==> config.mk <==
export PLATFORM = sky130hd
export DESIGN_NAME = log_record_framer_crc32
export DESIGN_NICKNAME = d
export VERILOG_FILES = /design/src/hdl/lrf_pkg.sv /design/src/hdl/lrf_fifo.sv /design/src/hdl/lrf_front.sv /design/src/hdl/lrf_back.sv /design/src/hdl/log_record_framer_crc32.sv
export SDC_FILE = /design/constraint.sdc
export NUM_CORES = 1
export LEC_CHECK = 0
export CAP_MARGIN = 20
export CELL_PAD_IN_SITES_DETAIL_PLACEMENT = 0
export CELL_PAD_IN_SITES_GLOBAL_PLACEMENT = 1
export CORE_UTILIZATION = 47
export CTS_BUF_LIST = sky130_fd_sc_hd__clkbuf_16
export CTS_CLUSTER_DIAMETER = 120
export CTS_CLUSTER_SIZE = 12
export DETAILED_ROUTE_END_ITERATION = 16
export DONT_BUFFER_PORTS = 1
export GPL_TIMING_DRIVEN = 0
export PLACE_DENSITY = 0.81
export SLEW_MARGIN = 20
export SYNTH_ARGS = -nofsm -noshare
export SYNTH_HDL_FRONTEND = slang
export SYNTH_SLANG_ARGS = --single-unit
==> constraint.sdc <==
create_clock -name i_clk -period 8.2 [get_ports i_clk]
set_input_delay 0.82 -clock i_clk [delete_from_list [all_inputs] [get_ports i_clk]]
set_output_delay 0.82 -clock i_clk [all_outputs]
set_load 0.02 [all_outputs]
==> src/hdl/lrf_pkg.sv <==
// Shared types, constants and the CRC byte update for the log record framer.
`timescale 1ns / 1ps

package lrf_pkg;

    localparam int unsigned PosW = 5;

    localparam logic [31:0] CRC_INIT   = 32'hFFFF_FFFF;
    localparam logic [31:0] CRC_POLY   = 32'hEDB8_8320;
    localparam logic [31:0] HDR_EXTRA  = 32'd13;
    localparam logic [31:0] COUNT_SAT  = 32'hFFFF_FFFF;

    // Byte positions within the bytes one item can produce.
    localparam logic [PosW-1:0] POS_FLEN  = 5'd0;
    localparam logic [PosW-1:0] POS_TYPE  = 5'd4;
    localparam logic [PosW-1:0] POS_TXID  = 5'd5;
    localparam logic [PosW-1:0] POS_PLEN  = 5'd13;
    localparam logic [PosW-1:0] POS_HLAST = 5'd16;
    localparam logic [PosW-1:0] POS_DATA  = 5'd17;
    localparam logic [PosW-1:0] POS_CRC   = 5'd18;
    localparam logic [PosW-1:0] POS_END   = 5'd21;

    typedef struct packed {
        logic [7:0]  record_type;
        logic [63:0] transaction_id;
        logic [31:0] payload_length;
        logic [31:0] frame_length;
        logic [7:0]  data_byte;
        logic        carries_byte;
        logic        first_of_record;
        logic        last_of_record;
    } t_item;

    typedef struct packed {
        logic [7:0]  out_byte;
        logic        frame_end;
        logic [63:0] sequence_number;
        logic        length_error;
    } t_result;

    function automatic logic [31:0] crc_byte(input logic [31:0] crc_in, input logic [7:0] b);
        logic [31:0] c;
        c = crc_in ^ {24'd0, b};
        for (int k = 0; k < 8; k++) begin
            c = c[0] ? ((c >> 1) ^ CRC_POLY) : (c >> 1);
        end
        return c;
    endfunction

endpackage

==> src/hdl/lrf_fifo.sv <==
// Small first-in first-out queue in flip-flops with full and empty flags.
`timescale 1ns / 1ps

module lrf_fifo #(
    parameter int unsigned WIDTH = 8,
    parameter int unsigned DEPTH = 2
) (
    input  logic             i_clk,
    input  logic             i_rst_n,
    input  logic             i_push,
    input  logic [WIDTH-1:0] i_data,
    output logic             o_full,
    input  logic             i_pop,
    output logic [WIDTH-1:0] o_data,
    output logic             o_empty
);

    localparam int unsigned PtrW = (DEPTH > 1) ? $clog2(DEPTH) : 1;
    localparam int unsigned CntW = $clog2(DEPTH + 1);
    localparam logic [PtrW-1:0] PTR_LAST = PtrW'(DEPTH - 1);
    localparam logic [CntW-1:0] CNT_FULL = CntW'(DEPTH);

    logic [WIDTH-1:0] r_mem [DEPTH];
    logic [PtrW-1:0]  r_wr_ptr;
    logic [PtrW-1:0]  r_rd_ptr;
    logic [CntW-1:0]  r_count;
    logic             do_push;
    logic             do_pop;

    assign o_full  = (r_count == CNT_FULL);
    assign o_empty = (r_count == '0);
    assign o_data  = r_mem[r_rd_ptr];
    assign do_push = i_push && !o_full;
    assign do_pop  = i_pop && !o_empty;

    always_ff @(posedge i_clk) begin
        if (!i_rst_n) begin
            r_wr_ptr <= '0;
            r_rd_ptr <= '0;
            r_count  <= '0;
        end else begin
            if (do_push) begin
                r_wr_ptr <= (r_wr_ptr == PTR_LAST) ? '0 : r_wr_ptr + 1'b1;
            end
            if (do_pop) begin
                r_rd_ptr <= (r_rd_ptr == PTR_LAST) ? '0 : r_rd_ptr + 1'b1;
            end
            if (do_push && !do_pop) begin
                r_count <= r_count + 1'b1;
            end else if (do_pop && !do_push) begin
                r_count <= r_count - 1'b1;
            end
        end
    end

    always_ff @(posedge i_clk) begin
        if (do_push) begin
            r_mem[r_wr_ptr] <= i_data;
        end
    end

endmodule

==> src/hdl/lrf_front.sv <==
// Front end: takes input items, works out the frame length and queues them.
`timescale 1ns / 1ps

module lrf_front #(
    parameter int unsigned DEPTH = 2
) (
    input  logic                 i_clk,
    input  logic                 i_rst_n,
    input  logic                 i_push,
    output logic                 o_full,
    input  logic [7:0]           i_record_type,
    input  logic [63:0]          i_transaction_id,
    input  logic [31:0]          i_payload_length,
    input  logic [7:0]           i_data_byte,
    input  logic                 i_carries_byte,
    input  logic                 i_first_of_record,
    input  logic                 i_last_of_record,
    input  logic                 i_take,
    output lrf_pkg::t_item       o_item,
    output logic                 o_item_valid
);

    lrf_pkg::t_item in_item;
    logic [$bits(lrf_pkg::t_item)-1:0] head_bits;
    logic          q_empty;

    always_comb begin
        in_item.record_type     = i_record_type;
        in_item.transaction_id  = i_transaction_id;
        in_item.payload_length  = i_payload_length;
        in_item.frame_length    = i_payload_length + lrf_pkg::HDR_EXTRA;
        in_item.data_byte       = i_data_byte;
        in_item.carries_byte    = i_carries_byte;
        in_item.first_of_record = i_first_of_record;
        in_item.last_of_record  = i_last_of_record;
    end

    lrf_fifo #(
        .WIDTH ($bits(lrf_pkg::t_item)),
        .DEPTH (DEPTH)
    ) u_item_q (
        .i_clk   (i_clk),
        .i_rst_n (i_rst_n),
        .i_push  (i_push),
        .i_data  (in_item),
        .o_full  (o_full),
        .i_pop   (i_take),
        .o_data  (head_bits),
        .o_empty (q_empty)
    );

    assign o_item       = lrf_pkg::t_item'(head_bits);
    assign o_item_valid = !q_empty;

endmodule

==> src/hdl/lrf_back.sv <==
// Back end: walks through the bytes of each queued item, keeps the CRC and record state.
`timescale 1ns / 1ps

module lrf_back (
    input  logic                 i_clk,
    input  logic                 i_rst_n,
    input  lrf_pkg::t_item       i_item,
    input  logic                 i_item_valid,
    output logic                 o_take,
    input  logic                 i_cfg_write,
    input  logic [63:0]          i_cfg_first_sequence,
    output lrf_pkg::t_result     o_result,
    output logic                 o_result_push,
    input  logic                 i_result_full
);

    logic                      r_busy;
    logic [lrf_pkg::PosW-1:0]  r_pos;
    logic [31:0]               r_crc;
    logic [63:0]               r_next_seq;
    logic [31:0]               r_bytes_seen;
    logic [31:0]               r_declared;

    logic                      has_work;
    logic [lrf_pkg::PosW-1:0]  start_pos;
    logic [lrf_pkg::PosW-1:0]  cur_pos;
    logic [lrf_pkg::PosW-1:0]  n_pos;
    logic [lrf_pkg::PosW-1:0]  txid_off;
    logic [lrf_pkg::PosW-1:0]  plen_off;
    logic [lrf_pkg::PosW-1:0]  crc_off;
    logic [31:0]               crc_out;
    logic [7:0]                cur_byte;
    logic                      step_done;
    logic                      emit;
    logic                      advance;

    assign has_work = i_item.first_of_record || i_item.carries_byte || i_item.last_of_record;

    always_comb begin
        priority if (i_item.first_of_record) begin
            start_pos = lrf_pkg::POS_FLEN;
        end else if (i_item.carries_byte) begin
            start_pos = lrf_pkg::POS_DATA;
        end else begin
            start_pos = lrf_pkg::POS_CRC;
        end
    end

    assign cur_pos  = r_busy ? r_pos : start_pos;
    assign emit     = i_item_valid && (r_busy || has_work);
    assign advance  = emit && !i_result_full;
    assign txid_off = cur_pos - lrf_pkg::POS_TXID;
    assign plen_off = cur_pos - lrf_pkg::POS_PLEN;
    assign crc_off  = cur_pos - lrf_pkg::POS_CRC;
    assign crc_out  = ~r_crc;

    always_comb begin
        step_done = 1'b0;
        n_pos     = cur_pos + 1'b1;
        priority if (cur_pos < lrf_pkg::POS_HLAST) begin
            step_done = 1'b0;
        end else if (cur_pos == lrf_pkg::POS_HLAST) begin
            if (i_item.carries_byte) begin
                n_pos = lrf_pkg::POS_DATA;
            end else if (i_item.last_of_record) begin
                n_pos = lrf_pkg::POS_CRC;
            end else begin
                step_done = 1'b1;
            end
        end else if (cur_pos == lrf_pkg::POS_DATA) begin
            if (i_item.last_of_record) begin
                n_pos = lrf_pkg::POS_CRC;
            end else begin
                step_done = 1'b1;
            end
        end else if (cur_pos < lrf_pkg::POS_END) begin
            step_done = 1'b0;
        end else begin
            step_done = 1'b1;
        end
    end

    always_comb begin
        priority if (cur_pos < lrf_pkg::POS_TYPE) begin
            cur_byte = 8'(i_item.frame_length >> {cur_pos[1:0], 3'b000});
        end else if (cur_pos == lrf_pkg::POS_TYPE) begin
            cur_byte = i_item.record_type;
        end else if (cur_pos < lrf_pkg::POS_PLEN) begin
            cur_byte = 8'(i_item.transaction_id >> {txid_off[2:0], 3'b000});
        end else if (cur_pos < lrf_pkg::POS_DATA) begin
            cur_byte = 8'(i_item.payload_length >> {plen_off[1:0], 3'b000});
        end else if (cur_pos == lrf_pkg::POS_DATA) begin
            cur_byte = i_item.data_byte;
        end else begin
            cur_byte = 8'(crc_out >> {crc_off[1:0], 3'b000});
        end
    end

    always_comb begin
        o_result.out_byte        = cur_byte;
        o_result.frame_end       = (cur_pos == lrf_pkg::POS_END);
        o_result.sequence_number = (cur_pos == lrf_pkg::POS_END) ? r_next_seq : 64'd0;
        o_result.length_error    = (cur_pos == lrf_pkg::POS_END) && (r_bytes_seen != r_declared);
    end

    assign o_result_push = advance;
    assign o_take = i_item_valid && ((!r_busy && !has_work) || (advance && step_done));

    always_ff @(posedge i_clk) begin
        if (!i_rst_n) begin
            r_busy       <= 1'b0;
            r_pos        <= lrf_pkg::POS_FLEN;
            r_crc        <= lrf_pkg::CRC_INIT;
            r_next_seq   <= 64'd1;
            r_bytes_seen <= '0;
            r_declared   <= '0;
        end else begin
            if (i_cfg_write) begin
                r_next_seq <= i_cfg_first_sequence;
            end else if (advance && cur_pos == lrf_pkg::POS_END) begin
                r_next_seq <= r_next_seq + 64'd1;
            end
            if (advance) begin
                r_busy <= !step_done;
                r_pos  <= n_pos;
                if (cur_pos == lrf_pkg::POS_FLEN) begin
                    r_crc        <= lrf_pkg::CRC_INIT;
                    r_bytes_seen <= '0;
                    r_declared   <= i_item.payload_length;
                end else if (cur_pos >= lrf_pkg::POS_TYPE && cur_pos <= lrf_pkg::POS_DATA) begin
                    r_crc <= lrf_pkg::crc_byte(r_crc, cur_byte);
                end else if (cur_pos == lrf_pkg::POS_END) begin
                    r_crc        <= lrf_pkg::CRC_INIT;
                    r_bytes_seen <= '0;
                    r_declared   <= '0;
                end
                if (cur_pos == lrf_pkg::POS_DATA && r_bytes_seen != lrf_pkg::COUNT_SAT) begin
                    r_bytes_seen <= r_bytes_seen + 32'd1;
                end
            end
        end
    end

endmodule

==> src/hdl/log_record_framer_crc32.sv <==
// Top level of the log record framer: input queue, byte sequencer and result queue.
`timescale 1ns / 1ps

// Each item is turned into the bytes of a length-prefixed frame with a trailing
// CRC-32. A single byte sequencer produces one frame byte per clock cycle while the
// result queue is not full: 17 header bytes for an item that opens a record, one
// for a payload byte and 4 CRC bytes for an item that closes a record, between 1
// and 22 bytes per item in all. Payload-only items therefore stream at one item per
// cycle while the result queue has room. Items with nothing to emit are dropped
// without producing a byte. Queues of QUEUE_DEPTH entries on both sides let input
// and output stall independently. A write of the first sequence number also loads
// the next one.
module log_record_framer_crc32 #(
    parameter int unsigned QUEUE_DEPTH = 2
) (
    input  logic        i_clk,
    input  logic        i_rst_n,
    input  logic        push,
    output logic        full,
    input  logic [7:0]  i_record_type,
    input  logic [63:0] i_transaction_id,
    input  logic [31:0] i_payload_length,
    input  logic [7:0]  i_data_byte,
    input  logic        i_carries_byte,
    input  logic        i_first_of_record,
    input  logic        i_last_of_record,
    input  logic        i_cfg_valid,
    output logic        o_cfg_ready,
    input  logic [63:0] i_cfg_first_sequence,
    output logic        empty,
    input  logic        pop,
    output logic [7:0]  o_out_byte,
    output logic        o_frame_end,
    output logic [63:0] o_sequence_number,
    output logic        o_length_error
);

    lrf_pkg::t_item   head_item;
    logic             head_valid;
    logic             take;
    lrf_pkg::t_result result;
    logic             result_push;
    logic             result_full;
    logic [$bits(lrf_pkg::t_result)-1:0] out_bits;
    lrf_pkg::t_result out_result;

    assign o_cfg_ready = 1'b1;

    lrf_front #(
        .DEPTH (QUEUE_DEPTH)
    ) u_front (
        .i_clk             (i_clk),
        .i_rst_n           (i_rst_n),
        .i_push            (push),
        .o_full            (full),
        .i_record_type     (i_record_type),
        .i_transaction_id  (i_transaction_id),
        .i_payload_length  (i_payload_length),
        .i_data_byte       (i_data_byte),
        .i_carries_byte    (i_carries_byte),
        .i_first_of_record (i_first_of_record),
        .i_last_of_record  (i_last_of_record),
        .i_take            (take),
        .o_item            (head_item),
        .o_item_valid      (head_valid)
    );

    lrf_back u_back (
        .i_clk                (i_clk),
        .i_rst_n              (i_rst_n),
        .i_item               (head_item),
        .i_item_valid         (head_valid),
        .o_take               (take),
        .i_cfg_write          (i_cfg_valid && o_cfg_ready),
        .i_cfg_first_sequence (i_cfg_first_sequence),
        .o_result             (result),
        .o_result_push        (result_push),
        .i_result_full        (result_full)
    );

    lrf_fifo #(
        .WIDTH ($bits(lrf_pkg::t_result)),
        .DEPTH (QUEUE_DEPTH)
    ) u_result_q (
        .i_clk   (i_clk),
        .i_rst_n (i_rst_n),
        .i_push  (result_push),
        .i_data  (result),
        .o_full  (result_full),
        .i_pop   (pop),
        .o_data  (out_bits),
        .o_empty (empty)
    );

    assign out_result        = lrf_pkg::t_result'(out_bits);
    assign o_out_byte        = out_result.out_byte;
    assign o_frame_end       = out_result.frame_end;
    assign o_sequence_number = out_result.sequence_number;
    assign o_length_error    = out_result.length_error;

endmodule

# Word level (Yosys, flattened, before mapping)
# Memory sizes are Yosys's and may differ from the RTL's. A register that Yosys moved wholly into a read port is not among the register bits.
# Cells that the tools add are included.
op_classes:
  n_lt_le_gt_ge: 7
  n_reduce_logical: 44
  shifts: 4
  n_bitwise: 10
  eq_ne: 10
  muxes: 54
  n_addsub: 15
ops:
  columns: ["cell", "count"]
  rows:
  - ["2-to-1 mux 32 bit", 16]
  - ["2-to-1 mux 64 bit", 3]
  - ["NOT 13 -> 14 bit", 8]
  - ["right shift 32 x 5 -> 8 bit", 3]
  - ["adder 64 x 1 -> 64 bit, second input constant", 1]
  - ["right shift 64 x 6 -> 8 bit", 1]
  - ["2-to-1 mux 8 bit", 5]
  - ["2-to-1 mux 5 bit", 7]
  - ["adder 32 x 1 -> 32 bit, second input constant", 1]
  - ["adder 32 x 4 -> 32 bit, second input constant", 1]
  - ["inequality test 32 bit", 1]
  - ["inequality test 32 bit, second input constant", 1]
  - ["NOT 32 bit", 1]
  - ["bitwise XOR 32 x 8 -> 32 bit", 1]
  - ["2-to-1 mux 1 bit", 18]
  - ["logical AND 1 bit", 17]
  - ["== test 5 bit, second input constant", 3]
  - ["< comparator 5 bit, second input constant", 3]
  - ["logical NOT 1 bit", 11]
  - ["2-to-1 mux 2 bit", 5]
  - ["nonzero test 2 bit", 4]
  - ["AND reduction 3 bit", 2]
  - ["nonzero test 3 bit", 2]
  - ["subtractor 2 x 1 -> 2 bit, second input constant", 3]
  - ["17 further kinds", 26]
word_totals:
  register_bits: 174
  memories: 2
  input_bits: 184
  output_inout_bits: 77
  ramBits: 442
mem_list:
  columns: ["memory", "depth", "word_bits", "rd", "rd_clocked_by_memory_dff", "write_ports", "line_no", "source"]
  rows:
  - ["u_front.u_item_q.r_mem", 2, 147, 1, 1, 1, "lrf_fifo.sv:23", "logic [WIDTH-1:0] r_mem [DEPTH];"]
  - ["u_result_q.r_mem", 2, 74, 1, 1, 1, "lrf_fifo.sv:23", null]

# Depth between registers and ports, before layout
depth:
  depth_word: 29
  mapped_depth: 22

# Cells and area by module
# Synthesis repeated with hierarchy kept, for this count alone.
unflattened:
  hier_cells: 2317
  area_unflattened_um2: 28835.2
modules_own_cells:
  columns: ["module", "cells_per_inst", "n_inst", "seq_area_each_um2", "area_each_um2"]
  rows:
  - ["lrf_back", 1493, 1, 3323.2, 11772.5]
  - ["lrf_fifo (u_front.u_item_q)", 482, 1, 8928.6, 10884.2]
  - ["lrf_fifo (u_result_q)", 255, 1, 4544.4, 5566.6]
  - ["lrf_front", 85, 1, 0.0, 600.6]
  - ["log_record_framer_crc32", 2, 1, 0.0, 11.3]

# Worst setup path before layout
# OpenSTA, ideal clock, no wires.
synth_timing:
  path_type: "input -> register"
  startpoint: "in push"
  endpoint: "mem u_front.u_item_q.r_mem[0][0] (netlist bit) (enable)"
  setup_time_ns: 0.656
  t_required_ns: 7.544
  slack_ns: 0.523
  arrival_time_ns: 7.020
  stages: 2
  path_buffers: 0
  path_cell_list: "nand2_1 nor2_1"
synth_via:
  elab_chain_len: 3
synth_rtl:
  columns: ["item", "line_no", "source"]
  rows:
  - ["from (decl)", "log_record_framer_crc32.sv:18", "input logic push,"]
  - ["logical AND 1 bit", "lrf_fifo.sv:33", "assign do_push = i_push && !o_full;"]
  - ["2-to-1 mux 1 bit", "lrf_fifo.sv:57", "if (do_push) begin"]
  - ["2-to-1 mux 1 bit (not written as such)", "lrf_fifo.sv:58", "r_mem[r_wr_ptr] <= i_data;"]
  - ["to (decl)", "lrf_fifo.sv:23", null]
# No other way between the ends.

==> reports/results.ini <==
[outcome]
status = complete, no violations

[critical_path]
crit_type = reg -> reg
critPathRequiredTime_ns = 8.70
critPathArrivalTime_ns = 8.07
max_stage_delay_ns = 0.77
critPathCaptureType = flip-flop
start_kind = flip-flop
path_max_fanout = 10
cpMostUsedCell = clkbuf_1
crit_chain = nand4bb_1, buf_2, nand3_4, inv_2, clkbuf_1, clkbuf_1, ha_1, buf_1, clkbuf_1, nor3_1, o311ai_1, o211ai_1, o221ai_1, xor2_2, xnor2_1, xnor3_1, nand3_1, a22o_1
critPathSlowestCell = o311ai_1

[global_route]
grt_max_degree = 57
grtUsageTotal_pct = 24.7
grt-ovfl-total = 0
antenna_found_initial = 1
grt_pass1_wl_um = 112000
grt_pass1_vias = 18000

[power_and_ir_drop]
power_frac_seq_pct = 35.3
p_total_mw = 12.3
p_per_area_nw_per_um2 = 397
p_clk_share_pct = 19.6
p_int_mw = 7.49
p_sw_mw = 4.77
p_leak_nw = 10.5
peakVddDrop_v = 0.000325
swShare_pct = 38.9
combPwrFrac_pct = 45.1

[floorplan]
ioPinCount = 261
die_h_um = 246
rows = 88
start_util_pct = 48.0
die_area_um2 = 60300
die_w_um = 246
coreArea_um2 = 58100

[clocking]
cts_sinks = 618
cts_made_buffers = 57
ctsLongestPathBuffers = 3
worstSkewPairLatency_ns = 0.63
h-tree-depth = 2
cts_resized = 0
cts.clk_slew.worst_paths_ns = 0.07
cts_hold_buffers = 0
postCtsSetupRepairBufs = 0
cts_tree = done
cts_root_buf = clkbuf_16

[synthesis]
ys_ff_latch = 618
avgSynthCellArea_um2 = 12.4
synth_top_family_by_area = simple AND/OR/NAND/NOR gates
synth_cell_type_count = 90
synthArstFlopShare_pct = 0
syn-instance-count = 2254
ys_warn_count = 0
synthAdderAreaFrac_pct = 0.269
muxShareOfSynthArea_pct = 8.46
syn-num-nets = 2444
synth-compound-area-share_pct = 7.27
synth_area_um2 = 27900
synthSimpleGateAreaFrac_pct = 13.8
synth_edf_count = 442
ys_seq_area_share_pct = 60.2
ys.flop_type = edfxtp_1
synth-xor-area-share_pct = 7.37

[sta]
holdWs_ns = 0.284
setup_tns_ns = 0
fmaxAchievable_ghz = 0.132
tightestPinTransition_ns = 1.03
setup_viol = 0
finalMaxSlewViolations = 0
slew-limit-headroom_pct = 30.7
skew_ns = 0.0328
hold_violations = 0
min_period_over_period_pct = 92.2
rsz0062_at_grt = false
finalCriticalPeriod_ns = 7.56

[worst_hold_path]
hold_class = in -> reg

[detailed_routing]
via_count = 18000
wl_um = 74800
wl_met1_um = 31000
first_pass_iters = 5
topRoutingLayerUsed = met4
dr_wl_met2_um = 35100
via_per_inst = 5.73
ant_nets = 0
wl_per_cell_um = 23.8
drcViolationCount = 0
dr_wl_met3_um = 6330
drt_iter0_markers = 1466

[layout]
nNetsFinal = 2518
final_common_cell = edfxtp_1
area_growth_pct = 10.8
final_core_util_pct = 53.1
stdcell_area_um2 = 30900
fill_cells = 4953
layout-drive-gt1-share_pct = 11.5
layout_common_cells = edfxtp_1, nand2_1, dfxtp_1

[placed_design]
finalWeightedCongestion = 0.922
dp_hpwl_um = 55500
port-buffer-count = 0
placed_area_um2 = 29200

[job]
drv_cap = 0

[through the flow]
| stage | setup slack, ns | cells |
|---|---|---|
| floorplan | 0.523 | 2254 |
| global placement | -2.72 | 3019 |
| detailed placement | 0.849 | 3034 |
| CTS | 0.792 | 3140 |
| global route | 0.429 | 3140 |
| finish | 0.638 | 3141 |
[worst max-delay path: cells and delay by family (launching register included)]
kind	cells	cell delay, ns
buffers and inverters	6	2.91
xor gates and xnor gates	3	1.30
and+or+nand+nor	4	0.51
AOI/OAI and AO/OA	4	1.82
DFF	1	0.48
adders and majority gates	1	0.43
[cell usage after synthesis (6+ instances only)]
master | number | share of area (%)
a21boi_0 | 34 | 0.92
mux2_2 | 107 | 4.3
o21ai_0 | 78 | 1.4
clkbuf_1 | 87 | 1.2
o31ai_1 | 8 | 0.22
inv_1 | 33 | 0.44
o21a_1 | 6 | 0.16
mux2i_1 | 62 | 2.2
a211oi_1 | 14 | 0.38
dfxtp_1 | 176 | 13
buf_2 | 18 | 0.32
o211a_1 | 9 | 0.32
a31oi_1 | 9 | 0.20
mux4_2 | 23 | 1.9
nor2_1 | 116 | 1.6
o211ai_1 | 13 | 0.35
nand3_1 | 102 | 1.8
o22ai_1 | 17 | 0.38
nand2_1 | 207 | 2.8
nor2b_1 | 13 | 0.29
xor2_1 | 92 | 2.9
and3_1 | 25 | 0.56
edfxtp_1 | 442 | 48
nor4_1 | 14 | 0.31
o221ai_1 | 7 | 0.22
nand4_1 | 43 | 0.96
ha_1 | 6 | 0.27
a21oi_1 | 41 | 0.74
and2_1 | 140 | 3.1
or3_1 | 25 | 0.56
nor3_1 | 26 | 0.47
buf_4 | 12 | 0.32
xnor2_1 | 123 | 3.9
nand2b_1 | 18 | 0.40
and4_1 | 8 | 0.25
[sequential cells by signal, indices dropped and copies added, names as in the netlist, named ones only]
| register | cells |
|---|---|
| u_back.r_crc | 32 |
| u_front.u_item_q.r_count | 2 |
| u_result_q.r_wr_ptr | 1 |
| u_back.r_declared | 32 |
| u_back.r_next_seq | 64 |
| u_front.u_item_q.r_rd_ptr | 1 |
| u_back.r_busy | 1 |
| u_result_q.r_rd_ptr | 1 |
| u_front.u_item_q.r_wr_ptr | 1 |
| u_back.r_pos | 5 |
| u_result_q.r_count | 2 |
| u_front.u_item_q.r_mem | 294 |
| u_result_q.r_mem | 148 |
| u_back.r_bytes_seen | 32 |
[power groups by stage]
| stage | clock [mW] | sequential [mW] | combinational, mW |
|---|---|---|---|
| after floorplan | 0 | 4.39 | 3.99 |
| after global placement | 0 | 4.50 | 5.27 |
| after detailed placement | 0 | 4.39 | 5.47 |
| after CTS | 2.45 | 4.33 | 5.51 |
| after global routing | 2.57 | 4.38 | 5.93 |
| final | 2.40 | 4.33 | 5.53 |
[path summary, 6_finish.rpt]
| path | start | endpoint | slack (ns) | depth (start not counted) |
|---|---|---|---|---|
| setup reg to reg | u_front.u_item_q.r_mem[1][2]$_DFFE_PP_ | u_back.r_crc[19]$_SDFFE_PN1P_ | 0.64 | 18 |
| setup / recovery | u_front.u_item_q.r_mem[1][2]$_DFFE_PP_ | u_back.r_crc[19]$_SDFFE_PN1P_ | 0.64 | 18 |
| hold / removal | i_transaction_id[3] | u_front.u_item_q.r_mem[1][78]$_DFFE_PP_ | 0.28 | 0 |
| hold reg to reg | u_back.r_declared[22]$_SDFFE_PN0P_ | u_back.r_declared[22]$_SDFFE_PN0P_ | 0.48 | 2 |
[logic make-up (layout without fill, tap and decap cells)]
| logic type | after synthesis | in the layout |
|---|---|---|
| adder cells (fa/ha/maj) | 6 | 6 |
| flip-flops | 618 | 618 |
| AO/OA/AOI/OAI | 295 | 295 |
| buffers and inverters | 160 | 281 |
| XOR/XNOR | 224 | 224 |
| multiplexers | 193 | 193 |
| other | 1 | 2 |
| AND/OR/NAND/NOR | 757 | 757 |
[per-layer routing]
metal,GRT usage [%],vias to the layer above
met5,0,-
li1,-,8378
met3,5.67,140
met4,8.24,0
met2,40.1,674
met1,32.5,8811
[final cells by class]
| type | instances | area (um2) | area share (%) |
|---|---|---|---|
| Clock inverter | 48 | 214 | 0.693 |
| Sequential cell | 618 | 16800 | 54.4 |
| Buffer | 123 | 563 | 1.82 |
| Antenna cell | 1 | 2.50 | 0.00810 |
| Clock buffer | 58 | 1450 | 4.70 |
| Multi-Input combinational cell | 1476 | 10400 | 33.7 |
| Inverter | 37 | 139 | 0.450 |
| Tap cell | 765 | 957 | 3.10 |
| Timing Repair Buffer | 15 | 348 | 1.13 |
No activity file was read; power rests on OpenSTA's default activity.
